**config.mk**
```make
export PLATFORM = sky130hd
export DESIGN_NAME = mouse_cursor_zoom_tracker_core
export DESIGN_NICKNAME = d
export VERILOG_FILES = /design/src/rtl/mczt_pkg.sv /design/src/rtl/mczt_ctrl.sv /design/src/rtl/mczt_point.sv /design/src/rtl/mouse_cursor_zoom_tracker_core.sv
export SDC_FILE = /design/constraint.sdc
export NUM_CORES = 2
export LEC_CHECK = 0
export BUFFER_PORTS_ARGS = -buffer_cell sky130_fd_sc_hd__buf_2
export CORE_ASPECT_RATIO = 1.5
export CORE_MARGIN = 3
export CORE_UTILIZATION = 57
export CTS_CLUSTER_SIZE = 28
export DETAILED_ROUTE_END_ITERATION = 6
export GPL_TIMING_DRIVEN = 0
export PLACE_DENSITY = 0.73
export SYNTH_ARGS = -nofsm -noshare
export SYNTH_HDL_FRONTEND = slang
export SYNTH_SLANG_ARGS = --single-unit
```
**constraint.sdc**
```tcl
create_clock -name clk_i -period 11.7 [get_ports clk_i]
set_input_delay 0 -clock clk_i [delete_from_list [all_inputs] [get_ports clk_i]]
set_output_delay 0 -clock clk_i [all_outputs]
set_load 0.02 [all_outputs]
```
**src/rtl/mczt_pkg.sv**
```systemverilog
// Shared types, constants and helpers for the mouse cursor / zoom tracker.
// No dependencies; used by every module under rtl/.
package mczt_pkg;

  // Default geometry and zoom depth
  localparam int unsigned ZOOM_LEVELS_DEF = 16;
  localparam int unsigned SCREEN_W_DEF    = 640;
  localparam int unsigned SCREEN_H_DEF    = 480;

  // Screen span of the view in Q4.28: 3.0 wide and 2.0 high
  localparam int unsigned SPAN_X = 805306368;
  localparam int unsigned SPAN_Y = 536870912;

  // Hold-off counter saturation point and cursor start position
  localparam int unsigned HOLD_CAP  = 1000;
  localparam int unsigned POS_RESET = 200;

  // Configuration port
  localparam int unsigned APB_AW = 5;
  localparam int unsigned APB_DW = 32;

  typedef enum logic [2:0] {
    REG_HOLDOFF  = 3'd0,
    REG_PERIOD   = 3'd1,
    REG_MAX_STEP = 3'd2,
    REG_ORIGIN_X = 3'd3,
    REG_ORIGIN_Y = 3'd4
  } reg_idx_e;

  localparam logic [9:0]  HOLDOFF_RST  = 10'd200;
  localparam logic [9:0]  PERIOD_RST   = 10'd20;
  localparam logic [6:0]  MAX_STEP_RST = 7'd20;
  localparam logic [31:0] ORIGIN_X_RST = 32'hE000_0000;
  localparam logic [31:0] ORIGIN_Y_RST = 32'hF000_0000;

  // Load strobes of the arithmetic pipeline stages
  typedef struct packed {
    logic ld2;
    logic ld3;
    logic ld4;
  } pipe_ld_t;

  // Cursor register width: enough for the screen and for the start position
  function automatic int unsigned pos_w(input int unsigned screen);
    int unsigned w;
    w = $clog2(screen);
    return (w > 8) ? w : 8;
  endfunction

endpackage

```
**src/rtl/mczt_ctrl.sv**
```systemverilog
// Per-tick control state of the tracker: hold-off, cursor motion, zoom and
// publish decision. Depends on mczt_pkg.
module mczt_ctrl #(
  parameter int unsigned ZOOM_LEVELS = mczt_pkg::ZOOM_LEVELS_DEF,
  parameter int unsigned SCREEN_W    = mczt_pkg::SCREEN_W_DEF,
  parameter int unsigned SCREEN_H    = mczt_pkg::SCREEN_H_DEF,
  localparam int unsigned ZoomW = $clog2(ZOOM_LEVELS),
  localparam int unsigned PosXW = mczt_pkg::pos_w(SCREEN_W),
  localparam int unsigned PosYW = mczt_pkg::pos_w(SCREEN_H)
) (
  input  logic             clk_i,
  input  logic             rst_ni,
  input  logic             step_i,
  input  logic             req_type_i,
  input  logic [7:0]       header_byte_i,
  input  logic [7:0]       x_byte_i,
  input  logic [7:0]       y_byte_i,
  input  logic             link_error_i,
  input  logic [9:0]       holdoff_ticks_i,
  input  logic [9:0]       publish_period_i,
  input  logic [6:0]       max_step_i,
  output logic             pub_o,
  output logic [PosXW-1:0] pos_x_o,
  output logic [PosYW-1:0] pos_y_o,
  output logic [ZoomW-1:0] org_lvl_o,
  output logic [ZoomW-1:0] zoom_o
);

  logic [PosXW-1:0]        pos_x_q, pos_x_d, mov_x;
  logic [PosYW-1:0]        pos_y_q, pos_y_d, mov_y;
  logic [ZoomW-1:0]        zoom_q, zoom_mid, zoom_fin;
  logic [ZoomW-1:0]        pub_lvl_q, pub_lvl_d;
  logic [10:0]             hold_q, hold_inc, hold_mid, hold_fin;
  logic [9:0]              tick_q, tick_d;
  logic                    left_q, left_d, right_q, right_d;
  logic signed [8:0]       raw_x, raw_y;
  logic signed [9:0]       adj_x, adj_y;
  logic signed [6:0]       dx, qy, dy;
  logic [6:0]              mag_x, mag_y;
  logic signed [PosXW+1:0] nx;
  logic signed [PosYW+1:0] ny;
  logic                    ok_x, ok_y, packet, still, zoom_in, zoom_out, pub, recentre;

  // Deltas: 9-bit two's complement, divided by 8 rounding toward zero, Y negated
  assign raw_x = $signed({header_byte_i[4], x_byte_i});
  assign raw_y = $signed({header_byte_i[5], y_byte_i});
  assign adj_x = 10'(raw_x) + (raw_x[8] ? 10'sd7 : 10'sd0);
  assign adj_y = 10'(raw_y) + (raw_y[8] ? 10'sd7 : 10'sd0);
  assign dx    = adj_x[9:3];
  assign qy    = adj_y[9:3];
  assign dy    = 7'sd0 - qy;
  assign mag_x = dx[6] ? 7'(7'sd0 - dx) : 7'(dx);
  assign mag_y = dy[6] ? 7'(7'sd0 - dy) : 7'(dy);

  // Candidate positions and on-screen checks
  assign nx   = (PosXW+2)'($signed({1'b0, pos_x_q})) + (PosXW+2)'(dx);
  assign ny   = (PosYW+2)'($signed({1'b0, pos_y_q})) + (PosYW+2)'(dy);
  assign ok_x = (mag_x < max_step_i) && !nx[PosXW+1] &&
                (nx[PosXW:0] < (PosXW+1)'(SCREEN_W));
  assign ok_y = (mag_y < max_step_i) && !ny[PosYW+1] &&
                (ny[PosYW:0] < (PosYW+1)'(SCREEN_H));

  assign packet = req_type_i && !link_error_i;
  assign still  = (dx == 7'sd0) && (dy == 7'sd0);
  assign mov_x  = (packet && ok_x) ? nx[PosXW-1:0] : pos_x_q;
  assign mov_y  = (packet && ok_y) ? ny[PosYW-1:0] : pos_y_q;

  // Hold-off saturates, then zoom in is tested before zoom out
  assign hold_inc = (hold_q > 11'(mczt_pkg::HOLD_CAP)) ? 11'(mczt_pkg::HOLD_CAP)
                                                       : hold_q + 11'd1;
  assign zoom_in  = packet && still && (zoom_q < ZoomW'(ZOOM_LEVELS - 1)) &&
                    (left_q != header_byte_i[0]) && (hold_inc >= {1'b0, holdoff_ticks_i});
  assign zoom_mid = zoom_in ? zoom_q + ZoomW'(1) : zoom_q;
  assign hold_mid = zoom_in ? 11'd0 : hold_inc;
  assign zoom_out = packet && still && (zoom_mid != '0) &&
                    (right_q != header_byte_i[1]) && (hold_mid >= {1'b0, holdoff_ticks_i});
  assign zoom_fin = zoom_out ? zoom_mid - ZoomW'(1) : zoom_mid;
  assign hold_fin = zoom_out ? 11'd0 : hold_mid;
  assign left_d   = packet ? header_byte_i[0] : left_q;
  assign right_d  = packet ? header_byte_i[1] : right_q;

  // Publish: level change sends the cursor to the corner
  assign pub       = (tick_q >= publish_period_i);
  assign recentre  = pub && (zoom_fin != pub_lvl_q);
  assign pos_x_d   = recentre ? '0 : mov_x;
  assign pos_y_d   = recentre ? '0 : mov_y;
  assign pub_lvl_d = pub ? zoom_fin : pub_lvl_q;
  assign tick_d    = pub ? 10'd1 : tick_q + 10'd1;

  // Advance the state by one tick per accepted beat
  always_ff @(posedge clk_i or negedge rst_ni) begin
    if (!rst_ni) begin
      pos_x_q   <= PosXW'(mczt_pkg::POS_RESET);
      pos_y_q   <= PosYW'(mczt_pkg::POS_RESET);
      zoom_q    <= '0;
      pub_lvl_q <= '0;
      hold_q    <= '0;
      tick_q    <= '0;
      left_q    <= 1'b0;
      right_q   <= 1'b0;
    end else if (step_i) begin
      pos_x_q   <= pos_x_d;
      pos_y_q   <= pos_y_d;
      zoom_q    <= zoom_fin;
      pub_lvl_q <= pub_lvl_d;
      hold_q    <= hold_fin;
      tick_q    <= tick_d;
      left_q    <= left_d;
      right_q   <= right_d;
    end
  end

  assign pub_o     = pub;
  assign pos_x_o   = mov_x;
  assign pos_y_o   = mov_y;
  assign org_lvl_o = pub_lvl_q;
  assign zoom_o    = zoom_fin;

endmodule

```
**src/rtl/mczt_point.sv**
```systemverilog
// One axis of the view origin: cursor-to-view scaling, origin stack memory
// and saturation. Depends on mczt_pkg.
module mczt_point #(
  parameter int unsigned ZOOM_LEVELS = mczt_pkg::ZOOM_LEVELS_DEF,
  parameter int unsigned SCREEN      = mczt_pkg::SCREEN_W_DEF,
  parameter int unsigned SPAN        = mczt_pkg::SPAN_X,
  localparam int unsigned ZoomW = $clog2(ZOOM_LEVELS),
  localparam int unsigned PosW  = mczt_pkg::pos_w(SCREEN)
) (
  input  logic               clk_i,
  input  mczt_pkg::pipe_ld_t ld_i,
  input  logic [PosW-1:0]    pos_i,
  input  logic [ZoomW-1:0]   s2_org_i,
  input  logic [ZoomW-1:0]   s2_zoom_i,
  input  logic               s3_pub_i,
  input  logic [ZoomW-1:0]   s3_org_i,
  input  logic [ZoomW-1:0]   s3_zoom_i,
  input  logic [31:0]        base_i,
  output logic [31:0]        view_o
);

  // span/screen split into quotient and remainder; remainder part divided
  // by the screen size through an exact reciprocal multiply
  localparam int unsigned Quo        = SPAN / SCREEN;
  localparam int unsigned Rem        = SPAN % SCREEN;
  localparam int unsigned QW         = $clog2(Quo + 1);
  localparam int unsigned RW         = $clog2(SCREEN);
  localparam int unsigned ProdQW     = PosW + QW;
  localparam int unsigned ProdRW     = PosW + RW;
  localparam int unsigned RecipK     = ProdRW + RW + 1;
  localparam int unsigned RecipW     = RecipK - $clog2(SCREEN) + 1;
  localparam logic [63:0] RecipM     = ((64'd1 << RecipK) + 64'(SCREEN) - 64'd1) /
                                       64'(SCREEN);
  localparam int unsigned RecipProdW = ProdRW + RecipW;
  localparam int unsigned QuotW      = ProdQW + 1;
  localparam int unsigned SumW       = ((QuotW > 32) ? QuotW : 32) + 2;

  logic [ProdQW-1:0]     prodq_d, prodq_q;
  logic [ProdRW-1:0]     prodr_d, prodr_q;
  logic [RecipProdW-1:0] recip;
  logic [QuotW-1:0]      quot_d, quot_q, offset;
  logic [31:0]           rd_org_q, rd_zoom_q, org_val, pnt;
  logic [31:0]           mem_q [ZOOM_LEVELS];
  logic signed [SumW-1:0] sum;
  logic                  over, deeper, wr_en;

  // Stage 2: products of the cursor with quotient and remainder
  assign prodq_d = ProdQW'(pos_i) * ProdQW'(Quo);
  assign prodr_d = ProdRW'(pos_i) * ProdRW'(Rem);

  always_ff @(posedge clk_i) begin
    if (ld_i.ld2) begin
      prodq_q <= prodq_d;
      prodr_q <= prodr_d;
    end
  end

  // Stage 3: floor(pos*span/screen) at full resolution
  assign recip  = RecipProdW'(prodr_q) * RecipProdW'(RecipM);
  assign quot_d = QuotW'(prodq_q) + QuotW'(recip[RecipProdW-1:RecipK]);

  // Scale by the published level and add the origin, saturating high
  assign org_val = (s3_org_i == '0) ? base_i : rd_org_q;
  assign offset  = quot_q >> s3_org_i;
  assign sum     = SumW'($signed(org_val)) + $signed(SumW'(offset));
  assign over    = !sum[SumW-1] && (sum[SumW-2:31] != '0);
  assign pnt     = over ? 32'h7FFF_FFFF : sum[31:0];

  assign deeper = (s3_zoom_i > s3_org_i);
  assign wr_en  = ld_i.ld4 && s3_pub_i && deeper;

  // Register quotient and stack reads; bypass a write landing on the same edge
  always_ff @(posedge clk_i) begin
    if (ld_i.ld3) begin
      quot_q <= quot_d;
      if (wr_en && (s3_zoom_i == s2_org_i)) begin
        rd_org_q <= pnt;
      end else begin
        rd_org_q <= mem_q[s2_org_i];
      end
      if (wr_en && (s3_zoom_i == s2_zoom_i)) begin
        rd_zoom_q <= pnt;
      end else begin
        rd_zoom_q <= mem_q[s2_zoom_i];
      end
    end
  end

  // Store the new origin for a deeper level
  always_ff @(posedge clk_i) begin
    if (wr_en) begin
      mem_q[s3_zoom_i] <= pnt;
    end
  end

  assign view_o = deeper ? pnt : ((s3_zoom_i == '0) ? base_i : rd_zoom_q);

endmodule

```
**src/rtl/mouse_cursor_zoom_tracker_core.sv**
```systemverilog
// Top level of the mouse cursor / zoom tracker: APB registers, beat pipeline
// and result register. Depends on mczt_pkg, mczt_ctrl and mczt_point.
// Path: a beat passes the input register, the tick stage, stages 2 and 3 and the result register.
// Throughput: one beat per cycle while out_ready_i does not stall the output; the tick
// state is updated at the tick stage and the view arithmetic runs in three pipelined stages behind it.
// Reset: asynchronous, active low; registers take their defaults, cursor 200,200.
module mouse_cursor_zoom_tracker_core #(
  parameter int unsigned ZOOM_LEVELS = mczt_pkg::ZOOM_LEVELS_DEF,
  parameter int unsigned SCREEN_W    = mczt_pkg::SCREEN_W_DEF,
  parameter int unsigned SCREEN_H    = mczt_pkg::SCREEN_H_DEF
) (
  input  logic                        clk_i,
  input  logic                        rst_ni,
  input  logic                        psel,
  input  logic                        penable,
  input  logic                        pwrite,
  input  logic [mczt_pkg::APB_AW-1:0] paddr,
  input  logic [mczt_pkg::APB_DW-1:0] pwdata,
  output logic [mczt_pkg::APB_DW-1:0] prdata,
  output logic                        pready,
  input  logic                        in_valid_i,
  output logic                        in_ready_o,
  input  logic                        req_type_i,
  input  logic [7:0]                  header_byte_i,
  input  logic [7:0]                  x_byte_i,
  input  logic [7:0]                  y_byte_i,
  input  logic                        link_error_i,
  output logic                        out_valid_o,
  input  logic                        out_ready_i,
  output logic                        publish_o,
  output logic [9:0]                  cursor_x_o,
  output logic [8:0]                  cursor_y_o,
  output logic [3:0]                  zoom_level_o,
  output logic signed [31:0]          view_x_o,
  output logic signed [31:0]          view_y_o
);

  localparam int unsigned ZoomW = $clog2(ZOOM_LEVELS);
  localparam int unsigned PosXW = mczt_pkg::pos_w(SCREEN_W);
  localparam int unsigned PosYW = mczt_pkg::pos_w(SCREEN_H);

  // Configuration registers
  logic [9:0]  holdoff_q, period_q;
  logic [6:0]  max_step_q;
  logic [31:0] org_x_q, org_y_q;
  logic        cfg_wr;
  mczt_pkg::reg_idx_e cfg_idx;

  // Pipeline valids and stage payloads
  logic             v0_q, v1_q, v2_q, v3_q, out_v_q;
  logic             rdy0, rdy1, rdy2, rdy3, rdy4, step;
  mczt_pkg::pipe_ld_t ld;
  logic             req0_q, err0_q;
  logic [7:0]       hdr0_q, xb0_q, yb0_q;
  logic             pub_c, pub1_q, pub2_q, pub3_q;
  logic [PosXW-1:0] px_c, px1_q, px2_q, px3_q;
  logic [PosYW-1:0] py_c, py1_q, py2_q, py3_q;
  logic [ZoomW-1:0] org_c, org1_q, org2_q, org3_q;
  logic [ZoomW-1:0] zn_c, zn1_q, zn2_q, zn3_q;
  logic [31:0]      view_x, view_y;
  logic             recentre3;

  // Result register
  logic        pub_out_q;
  logic [9:0]  cx_out_q;
  logic [8:0]  cy_out_q;
  logic [3:0]  zoom_out_q;
  logic [31:0] vx_out_q, vy_out_q;

  // APB: zero wait state, write on the access phase
  assign pready  = 1'b1;
  assign cfg_wr  = psel && penable && pwrite && pready;
  assign cfg_idx = mczt_pkg::reg_idx_e'(paddr[4:2]);

  always_ff @(posedge clk_i or negedge rst_ni) begin
    if (!rst_ni) begin
      holdoff_q  <= mczt_pkg::HOLDOFF_RST;
      period_q   <= mczt_pkg::PERIOD_RST;
      max_step_q <= mczt_pkg::MAX_STEP_RST;
      org_x_q    <= mczt_pkg::ORIGIN_X_RST;
      org_y_q    <= mczt_pkg::ORIGIN_Y_RST;
    end else if (cfg_wr) begin
      unique case (cfg_idx)
        mczt_pkg::REG_HOLDOFF:  holdoff_q  <= pwdata[9:0];
        mczt_pkg::REG_PERIOD:   period_q   <= pwdata[9:0];
        mczt_pkg::REG_MAX_STEP: max_step_q <= pwdata[6:0];
        mczt_pkg::REG_ORIGIN_X: org_x_q    <= pwdata;
        mczt_pkg::REG_ORIGIN_Y: org_y_q    <= pwdata;
        default: ;
      endcase
    end
  end

  // Read back
  always_comb begin
    unique case (cfg_idx)
      mczt_pkg::REG_HOLDOFF:  prdata = 32'(holdoff_q);
      mczt_pkg::REG_PERIOD:   prdata = 32'(period_q);
      mczt_pkg::REG_MAX_STEP: prdata = 32'(max_step_q);
      mczt_pkg::REG_ORIGIN_X: prdata = org_x_q;
      mczt_pkg::REG_ORIGIN_Y: prdata = org_y_q;
      default:                prdata = '0;
    endcase
  end

  // Ready chain: a stage takes a beat when empty or draining
  assign rdy4       = !out_v_q || out_ready_i;
  assign rdy3       = !v3_q || rdy4;
  assign rdy2       = !v2_q || rdy3;
  assign rdy1       = !v1_q || rdy2;
  assign rdy0       = !v0_q || rdy1;
  assign in_ready_o = rdy0;
  assign step       = v0_q && rdy1;
  assign ld.ld2     = v1_q && rdy2;
  assign ld.ld3     = v2_q && rdy3;
  assign ld.ld4     = v3_q && rdy4;

  always_ff @(posedge clk_i or negedge rst_ni) begin
    if (!rst_ni) begin
      v0_q    <= 1'b0;
      v1_q    <= 1'b0;
      v2_q    <= 1'b0;
      v3_q    <= 1'b0;
      out_v_q <= 1'b0;
    end else begin
      if (rdy0) v0_q    <= in_valid_i;
      if (rdy1) v1_q    <= v0_q;
      if (rdy2) v2_q    <= v1_q;
      if (rdy3) v3_q    <= v2_q;
      if (rdy4) out_v_q <= v3_q;
    end
  end

  // Input register
  always_ff @(posedge clk_i) begin
    if (rdy0 && in_valid_i) begin
      req0_q <= req_type_i;
      hdr0_q <= header_byte_i;
      xb0_q  <= x_byte_i;
      yb0_q  <= y_byte_i;
      err0_q <= link_error_i;
    end
  end

  mczt_ctrl #(
    .ZOOM_LEVELS(ZOOM_LEVELS),
    .SCREEN_W   (SCREEN_W),
    .SCREEN_H   (SCREEN_H)
  ) u_ctrl (
    .clk_i           (clk_i),
    .rst_ni          (rst_ni),
    .step_i          (step),
    .req_type_i      (req0_q),
    .header_byte_i   (hdr0_q),
    .x_byte_i        (xb0_q),
    .y_byte_i        (yb0_q),
    .link_error_i    (err0_q),
    .holdoff_ticks_i (holdoff_q),
    .publish_period_i(period_q),
    .max_step_i      (max_step_q),
    .pub_o           (pub_c),
    .pos_x_o         (px_c),
    .pos_y_o         (py_c),
    .org_lvl_o       (org_c),
    .zoom_o          (zn_c)
  );

  // Carry the tick outcome alongside the view arithmetic
  always_ff @(posedge clk_i) begin
    if (step) begin
      pub1_q <= pub_c;
      px1_q  <= px_c;
      py1_q  <= py_c;
      org1_q <= org_c;
      zn1_q  <= zn_c;
    end
    if (ld.ld2) begin
      pub2_q <= pub1_q;
      px2_q  <= px1_q;
      py2_q  <= py1_q;
      org2_q <= org1_q;
      zn2_q  <= zn1_q;
    end
    if (ld.ld3) begin
      pub3_q <= pub2_q;
      px3_q  <= px2_q;
      py3_q  <= py2_q;
      org3_q <= org2_q;
      zn3_q  <= zn2_q;
    end
  end

  mczt_point #(
    .ZOOM_LEVELS(ZOOM_LEVELS),
    .SCREEN     (SCREEN_W),
    .SPAN       (mczt_pkg::SPAN_X)
  ) u_point_x (
    .clk_i    (clk_i),
    .ld_i     (ld),
    .pos_i    (px1_q),
    .s2_org_i (org2_q),
    .s2_zoom_i(zn2_q),
    .s3_pub_i (pub3_q),
    .s3_org_i (org3_q),
    .s3_zoom_i(zn3_q),
    .base_i   (org_x_q),
    .view_o   (view_x)
  );

  mczt_point #(
    .ZOOM_LEVELS(ZOOM_LEVELS),
    .SCREEN     (SCREEN_H),
    .SPAN       (mczt_pkg::SPAN_Y)
  ) u_point_y (
    .clk_i    (clk_i),
    .ld_i     (ld),
    .pos_i    (py1_q),
    .s2_org_i (org2_q),
    .s2_zoom_i(zn2_q),
    .s3_pub_i (pub3_q),
    .s3_org_i (org3_q),
    .s3_zoom_i(zn3_q),
    .base_i   (org_y_q),
    .view_o   (view_y)
  );

  // Result register: zero every field on a quiet tick, and the cursor on a published level change
  assign recentre3 = (zn3_q != org3_q);

  always_ff @(posedge clk_i) begin
    if (ld.ld4) begin
      pub_out_q  <= pub3_q;
      cx_out_q   <= (pub3_q && !recentre3) ? 10'(px3_q) : 10'd0;
      cy_out_q   <= (pub3_q && !recentre3) ? 9'(py3_q) : 9'd0;
      zoom_out_q <= pub3_q ? 4'(zn3_q) : 4'd0;
      vx_out_q   <= pub3_q ? view_x : 32'd0;
      vy_out_q   <= pub3_q ? view_y : 32'd0;
    end
  end

  assign out_valid_o  = out_v_q;
  assign publish_o    = pub_out_q;
  assign cursor_x_o   = cx_out_q;
  assign cursor_y_o   = cy_out_q;
  assign zoom_level_o = zoom_out_q;
  assign view_x_o     = vx_out_q;
  assign view_y_o     = vy_out_q;

endmodule

```
======== Word-level counts from Yosys, hierarchy flattened ========
Memories as Yosys holds them, arrays and structs flattened. A register that Yosys moved wholly into a read port is not among the register bits.
Index checks and enable logic that the tools add are counted.
storage, ports and cells
  register bits ........................... 466
  memory bits (read-only) ................. 0
  logic and storage cells ................. 173
  latch bits .............................. 0
  memories kept ........................... 2
  input bits .............................. 70
  RAM bits ................................ 1024
  output and inout port bits .............. 123
cells by class
  add/subtract/negate cells ............... 15
  divide/modulo/power cells ............... 0
  reduce and logical (&&, ||, !) cells .... 59
  multipliers ............................. 4
  multiplexer cells ....................... 25
  bitwise operators ....................... 0
  eq/ne operators ......................... 8
  shift-type cells ........................ 2
  order comparisons ....................... 10
memory list
  memory           words  bits a word  read ports  clocked after memory_dff  write ports  RTL line          source
  u_point_x.mem_q  16     32           2           2                         1            mczt_point.sv:43  logic [31:0] mem_q [ZOOM_LEVELS];
  u_point_y.mem_q  16     32           2           2                         1            mczt_point.sv:43
operators by type and width
  operator                                                                number
  32-bit 2-to-1 mux                                                       8
  32-bit case mux with 5 select lines                                     1
  32-bit by 33-bit adder with 34-bit output                               1
  32-bit by 32-bit adder with 33-bit output                               1
  11-bit 2-to-1 mux                                                       3
  31-bit by 11-bit adder with 32-bit output                               1
  32-bit by 4-bit right shift with 32-bit output                          1
  30-bit by 10-bit adder with 31-bit output                               1
  10-bit by 21-bit multiplier with 31-bit output (second input constant)  1
  31-bit by 4-bit right shift with 31-bit output                          1
  10-bit by 20-bit multiplier with 30-bit output (second input constant)  1
  9-bit by 21-bit multiplier with 30-bit output (second input constant)   1
  10-bit 2-to-1 mux                                                       3
  9-bit by 20-bit multiplier with 29-bit output (second input constant)   1
  1-bit logical AND                                                       28
  11-bit by 10-bit greater-or-equal comparator with 1-bit output          2
  1-bit by 7-bit subtractor with 7-bit output (first input constant)      3
  9-bit by 4-bit adder with 10-bit output                                 2
  9-bit 2-to-1 mux                                                        2
  7-bit logical NOT                                                       2
  7-bit less-than comparator                                              2
  7-bit 2-to-1 mux                                                        2
  2-bit AND reduction                                                     7
  11-bit by 7-bit adder with 12-bit output                                1
  other kinds (25)                                                        47

======== Longest topological paths before layout ========
  depth after elaboration ................. 18
  mapped depth ............................ 32
  gate-level depth less buffers ........... 32

======== Modules after synthesis ========
From an unflattened synthesis, not the netlist that was laid out.
second synthesis, totals
  cells, all modules ...................... 5748
  area, all modules ....................... 88454.8 um^2
by module, submodules not included
  module                          times used  seq. area each (um^2)  cells an instance  area each (um^2)
  mczt_point at u_point_x         1           19458.7                2392               38031.5
  mczt_point at u_point_y         1           19218.4                2094               34106.5
  mouse_cursor_zoom_tracker_core  1           8365.5                 627                10939.2
  mczt_ctrl                       1           1258.7                 635                5377.7

======== Least setup slack after synthesis ========
Ideal clock, no wire load.
  path kind ............................... flip-flop to flip-flop
  from .................................... register out_v_q (netlist: out_valid_o)
  to ...................................... memory u_point_x.mem_q[3][0] (enable)
  setup slack ............................. 3.409 ns
  cell stages (with the launch flop) ...... 7
  clock period less this slack ............ 8.291 ns
  data arrival time ....................... 7.726 ns
  required time ........................... 11.136 ns
  buffers on the path ..................... 1
  setup time .............................. 0.564 ns
  cells stage by stage .................... dfrtp_1 nand2b_1 and2_1 and3_1 clkbuf_1 nand3_1 nor3_1
RTL lines
  item                    RTL line                               source
  start, declared         mouse_cursor_zoom_tracker_core.sv:50   logic v0_q, v1_q, v2_q, v3_q, out_v_q;
  start signal, assigned  mouse_cursor_zoom_tracker_core.sv:130  if (rdy4) out_v_q <= v3_q;
  end, declared           mczt_point.sv:43

======== Worst setup path after layout ========
  from .................................... register org3_q[0]
  to ...................................... register vx_out_q[17] (netlist: view_x_o[17]), data pin
on the way
  word-level cells in the longest chain between the ends .. 7
  elaborated cells on any way between the ends .. 10
  classes of those cells .................. add/sub: 1; order compare: 1; shift: 1; mux: 3; reduce/logical: 4
ends and longest elaborated chain
  item                                                                                               RTL line                               source
  start, declared                                                                                    mouse_cursor_zoom_tracker_core.sv:58   logic [ZoomW-1:0] org_c, org1_q, org2_q, org3_q;
  start signal, assigned                                                                             mouse_cursor_zoom_tracker_core.sv:188  org3_q <= org2_q;
  parallel branches: the longest is 6 deep, another holds 32-bit by 33-bit adder with 34-bit output  --
  32-bit 2-to-1 mux *                                                                                mczt_point.sv:96                       assign view_o = deeper ? pnt : ((s3_zoom_i == '0) ? base_i : rd_zoom_q);
  end signal, assigned                                                                               mouse_cursor_zoom_tracker_core.sv:236  vx_out_q <= pub3_q ? view_x : 32'd0;
  end, declared                                                                                      mouse_cursor_zoom_tracker_core.sv:68   logic [31:0] vx_out_q, vy_out_q;
Mark *: on every way between the ends.
A chain may end at the register's enable or synchronous reset.

==> results.md <==
- Die ar.: roughly 0.15 mm²
- Layout area overhead: 13.0%
- Clk_skew: approximately 0.063 ns
- Yosys warnings: 0
- Setup violations, final: 0
- Failing checks: antenna rules, DRC, capacitance limit, slew limit
- Pint: about 17000 µW
- CTS Sinks: about 1600
- Arr. time, crit path: between 9 and 10 ns
- Power Density: slightly below 300 mW/mm²
- Post-DP HPWL: a little over 200000 µm
- Crit path buf inv count: 4
- CTS tree: done
- Antenna viol nets, final: 1
- Initial antenna violation count: 21
- Cell breakdown of the critical path: clkbuf_1, clkbuf_1, clkbuf_1, mux2i_1, nand2_1, o21ai_0, nor2_1, a31oi_1, o21ai_0, ha_1, a2111oi_0, o21ai_0, nand2_1, nand2_1, a2111oi_0, o21ai_0, o311ai_0, o21a_1, buf_4, nor2_2, a221oi_1
- Row count: approximately 170
- Fmax: between 100 and 150 MHz
- Post-synth top cells: edfxtp_1, mux4_2, nand2_1, ha_1, inv_1
- Top_reg_cell synth: edfxtp_1
- Pre-antenna DRT Iters: 7
- Post-synthesis sequential area ratio: 55.9%
- Worst skew pair latency: roughly 0.84 ns
- Post-layout min period: 8.98 ns
- Core footprint: between 0.1 and 0.15 mm²
- Drt total wl: approximately 280000 µm
- I/O Buffers: about 180
- First-pass GRT wire length: about 400000 µm
- Synth Instances: ~5600
- Filler Cell Count: approximately 10000
- CP top delay family: compound AO/OA/AOI/OAI gates
- Slew Limit Fails: 30
- Rel. slew slack: -5.97%
- Leakage power: around 0.035 µW
- Status: finished, violations left
- Crit. End Element: register
- Post-CTS sizing: 0
- Via density: between 6 and 7
- Yosys cell types: between 80 and 90
- Wire length per cell: 34.6 µm
- Hold Crit Start: pwdata[10]
- Final Instance Area: just under 0.1 mm²
- R2r setup slk: 2.72 ns
- Final Hold Viols: 0
- GRT Util Overall: a little under two fifths
- Clock tree buffer depth: 3
- Hold path endpoint: org_y_q[10]
- Nets: about 6600
- HP Class: in2reg
- Sequential share of power: roughly a third
- CP Launch Type: register
- Share of post-route cells with drive strength above 1: between 20% and 30%
- Final worst path period share: roughly 77%
- Most Frequent Cell on Critical Path: o21ai_0
- Max VDD drop: around 0.00049 V
- Worst R2R Start: org3_q[0]
- Critical path peak fanout: 10
- Worst hold stages: 3
- Post-synth EDFFs: 1464
- Clock share of power: 18.0%
- Starting Density: 57.4%
- Avg Cell Area, Syn: approximately 15 µm²
- Clk slew on worst S/H paths: ~0.070 ns
- Worst-Margin Slew: between 1.5 and 2 ns
- Worst path max stage delay: ~1.1 ns
- # IOs: slightly below 200
- Total Power: approximately 28000 µW
- Gpl congestion: 1.00
- Root buf cell: clkbuf_16
- Die W: ~320 µm
- Setup CP Type: reg2reg
- Yosys top cell by area: edfxtp_1
- Max cap viols: 3
- Remaining DRCs: 6
- Seq cells post-synth: ~1600
- Pin count of the biggest net entering global routing: 94
- GRT overflow: 0
- Top-count cell post-synth: edfxtp_1
- Data required time of the worst path: roughly 12 ns
- Placed instance area: roughly 0.090 mm²
- RSZ-0062 raised after global routing: false
- Ys async rst share: under 10%
- R2R cell count: 21
- Capturing point of the worst reg2reg path: view_x_o[17]
- Die H: approximately 480 µm
- Synth top area cells: edfxtp_1, mux4_2, ha_1
- Gate power share: around 48%
- Synth top area share: between 50% and 60%
- Depth of the CTS H-tree: 4
- Total number of vias: roughly 57000
- Mapped Area: 0.0853 mm²
- Num CTS Buffers: approximately 150
- Number of global-route vias before repair: 57500
- CP max-delay cell: a221oi_1
- Switch Pwr: around 11000 µW
- DRT iter0 DRCs: roughly 7500
- Net Sw Frac: ~41%
-- layout by cell type (no fill, tap or decap), types with 193 or more instances in the layout --
cell type	netlist	layout
mux4_2	661	661
clkbuf_1	246	269
a21oi_1	244	244
inv_1	293	293
o21ai_0	271	271
nor2_1	252	240
ha_1	345	345
edfxtp_1	1464	1464
mux2_2	227	227
buf_2	7	193
nand2_1	371	371
-- tightest hold or removal path, stage by stage --
cell and delay [ns]:
dlygate4sd3_1 0.57, buf_2 0.13, mux2_2 0.13
-- how the worst max path moves through the flow --
| stage | from | to | slack (ns) | cells past startpoint |
|---|---|---|---|---|
| finish | org3_q[0] | view_x_o[17] | 2.72 | 21 |
| global route | org3_q[0] | view_x_o[17] | 2.53 | 21 |
| CTS | org3_q[0] | u_point_x.mem_q[0][22] | 3.07 | 22 |
| detailed placement | org3_q[0] | u_point_y.mem_q[2][26] | 3.08 | 21 |
| global placement | out_valid_o | u_point_y.mem_q[2][10] | -5.35 | 6 |
| floorplan | out_valid_o | u_point_x.mem_q[3][0] | 3.41 | 6 |
-- sequential cells by signal, indices dropped and copies added (netlist names), 10 cells and up --
name / count
u_point_y.rd_org_q: 32
u_point_y.quot_q: 31
cursor_x_o: 10
u_point_y.prodq_q: 25
period_q: 10
px1_q: 10
u_point_y.mem_q: 512
u_point_x.prodq_q: 31
view_x_o: 32
view_y_o: 32
u_ctrl.tick_q: 10
u_ctrl.hold_q: 11
u_point_x.rd_org_q: 32
u_point_y.rd_zoom_q: 32
px3_q: 10
u_point_x.quot_q: 32
org_x_q: 32
u_ctrl.pos_x_q: 10
u_point_x.rd_zoom_q: 32
org_y_q: 32
holdoff_q: 10
u_point_x.mem_q: 512
-- power groups by stage --
stage,sequential (µW),combinational (µW),clock [µW]
floorplan,9370,9230,0
global placement,9620,12700,0
detailed placement,9570,13000,0
CTS,9470,13200,5040
global route,9530,14600,5270
finish,9490,13400,5020
-- metrics by stage --
step                hold slack (ns)  setup WS (ns)  setup TNS (ns)  cells  utilization, %
global route                 0.0464           2.53               0   8210            64.9
floorplan                    -0.296           3.41               0   5627               -
detailed placement          0.00527           3.08               0   7823            60.8
global placement              0.179          -5.35        -1686.94   7735            59.7
finish                       0.0458           2.72               0   8222            64.9
CTS                         0.00455           3.07               0   8207            64.9
-- cells by family after synthesis --
logic type / synth area share (%)
buffers and inverters: 2.77
multiplexers: 21.3
AO/OA/AOI/OAI: 5.99
other: 0.00881
adder cells (fa/ha/maj): 6.62
flip-flops: 55.9
AND/OR/NAND/NOR: 5.01
XOR/XNOR: 2.39
-- area by class of cell --
cell class / instances / area (µm²) / share of cell area, %
sequential: 1610 / 47600 / 49.4
multi-input combinational: 3403 / 35400 / 36.8
clock buffer: 182 / 3960 / 4.11
timing repair buffer: 375 / 3500 / 3.63
tap: 1925 / 2410 / 2.50
buffer: 317 / 1260 / 1.31
inverter: 297 / 1110 / 1.16
clock inverter: 98 / 1010 / 1.05
antenna: 15 / 37.5 / 0.0390
-- per-layer routing --
| metal | GRT usage, % | wire (µm) | vias up |
|---|---|---|---|
| met3 | 9.92 | 31900 | 1049 |
| met5 | 0.595 | 252 | - |
| li1 | - | - | 23100 |
| met1 | 43.4 | 92800 | 28700 |
| met2 | 59.8 | 136000 | 4066 |
| met4 | 25.2 | 23900 | 28 |
-- timing repair --
action | in CTS | in global routing
hold buffers | 104 | 0
setup buffers | 0 | 0
hold endpoints to repair | 261 | 0
Power figures use the tool's default switching activity.
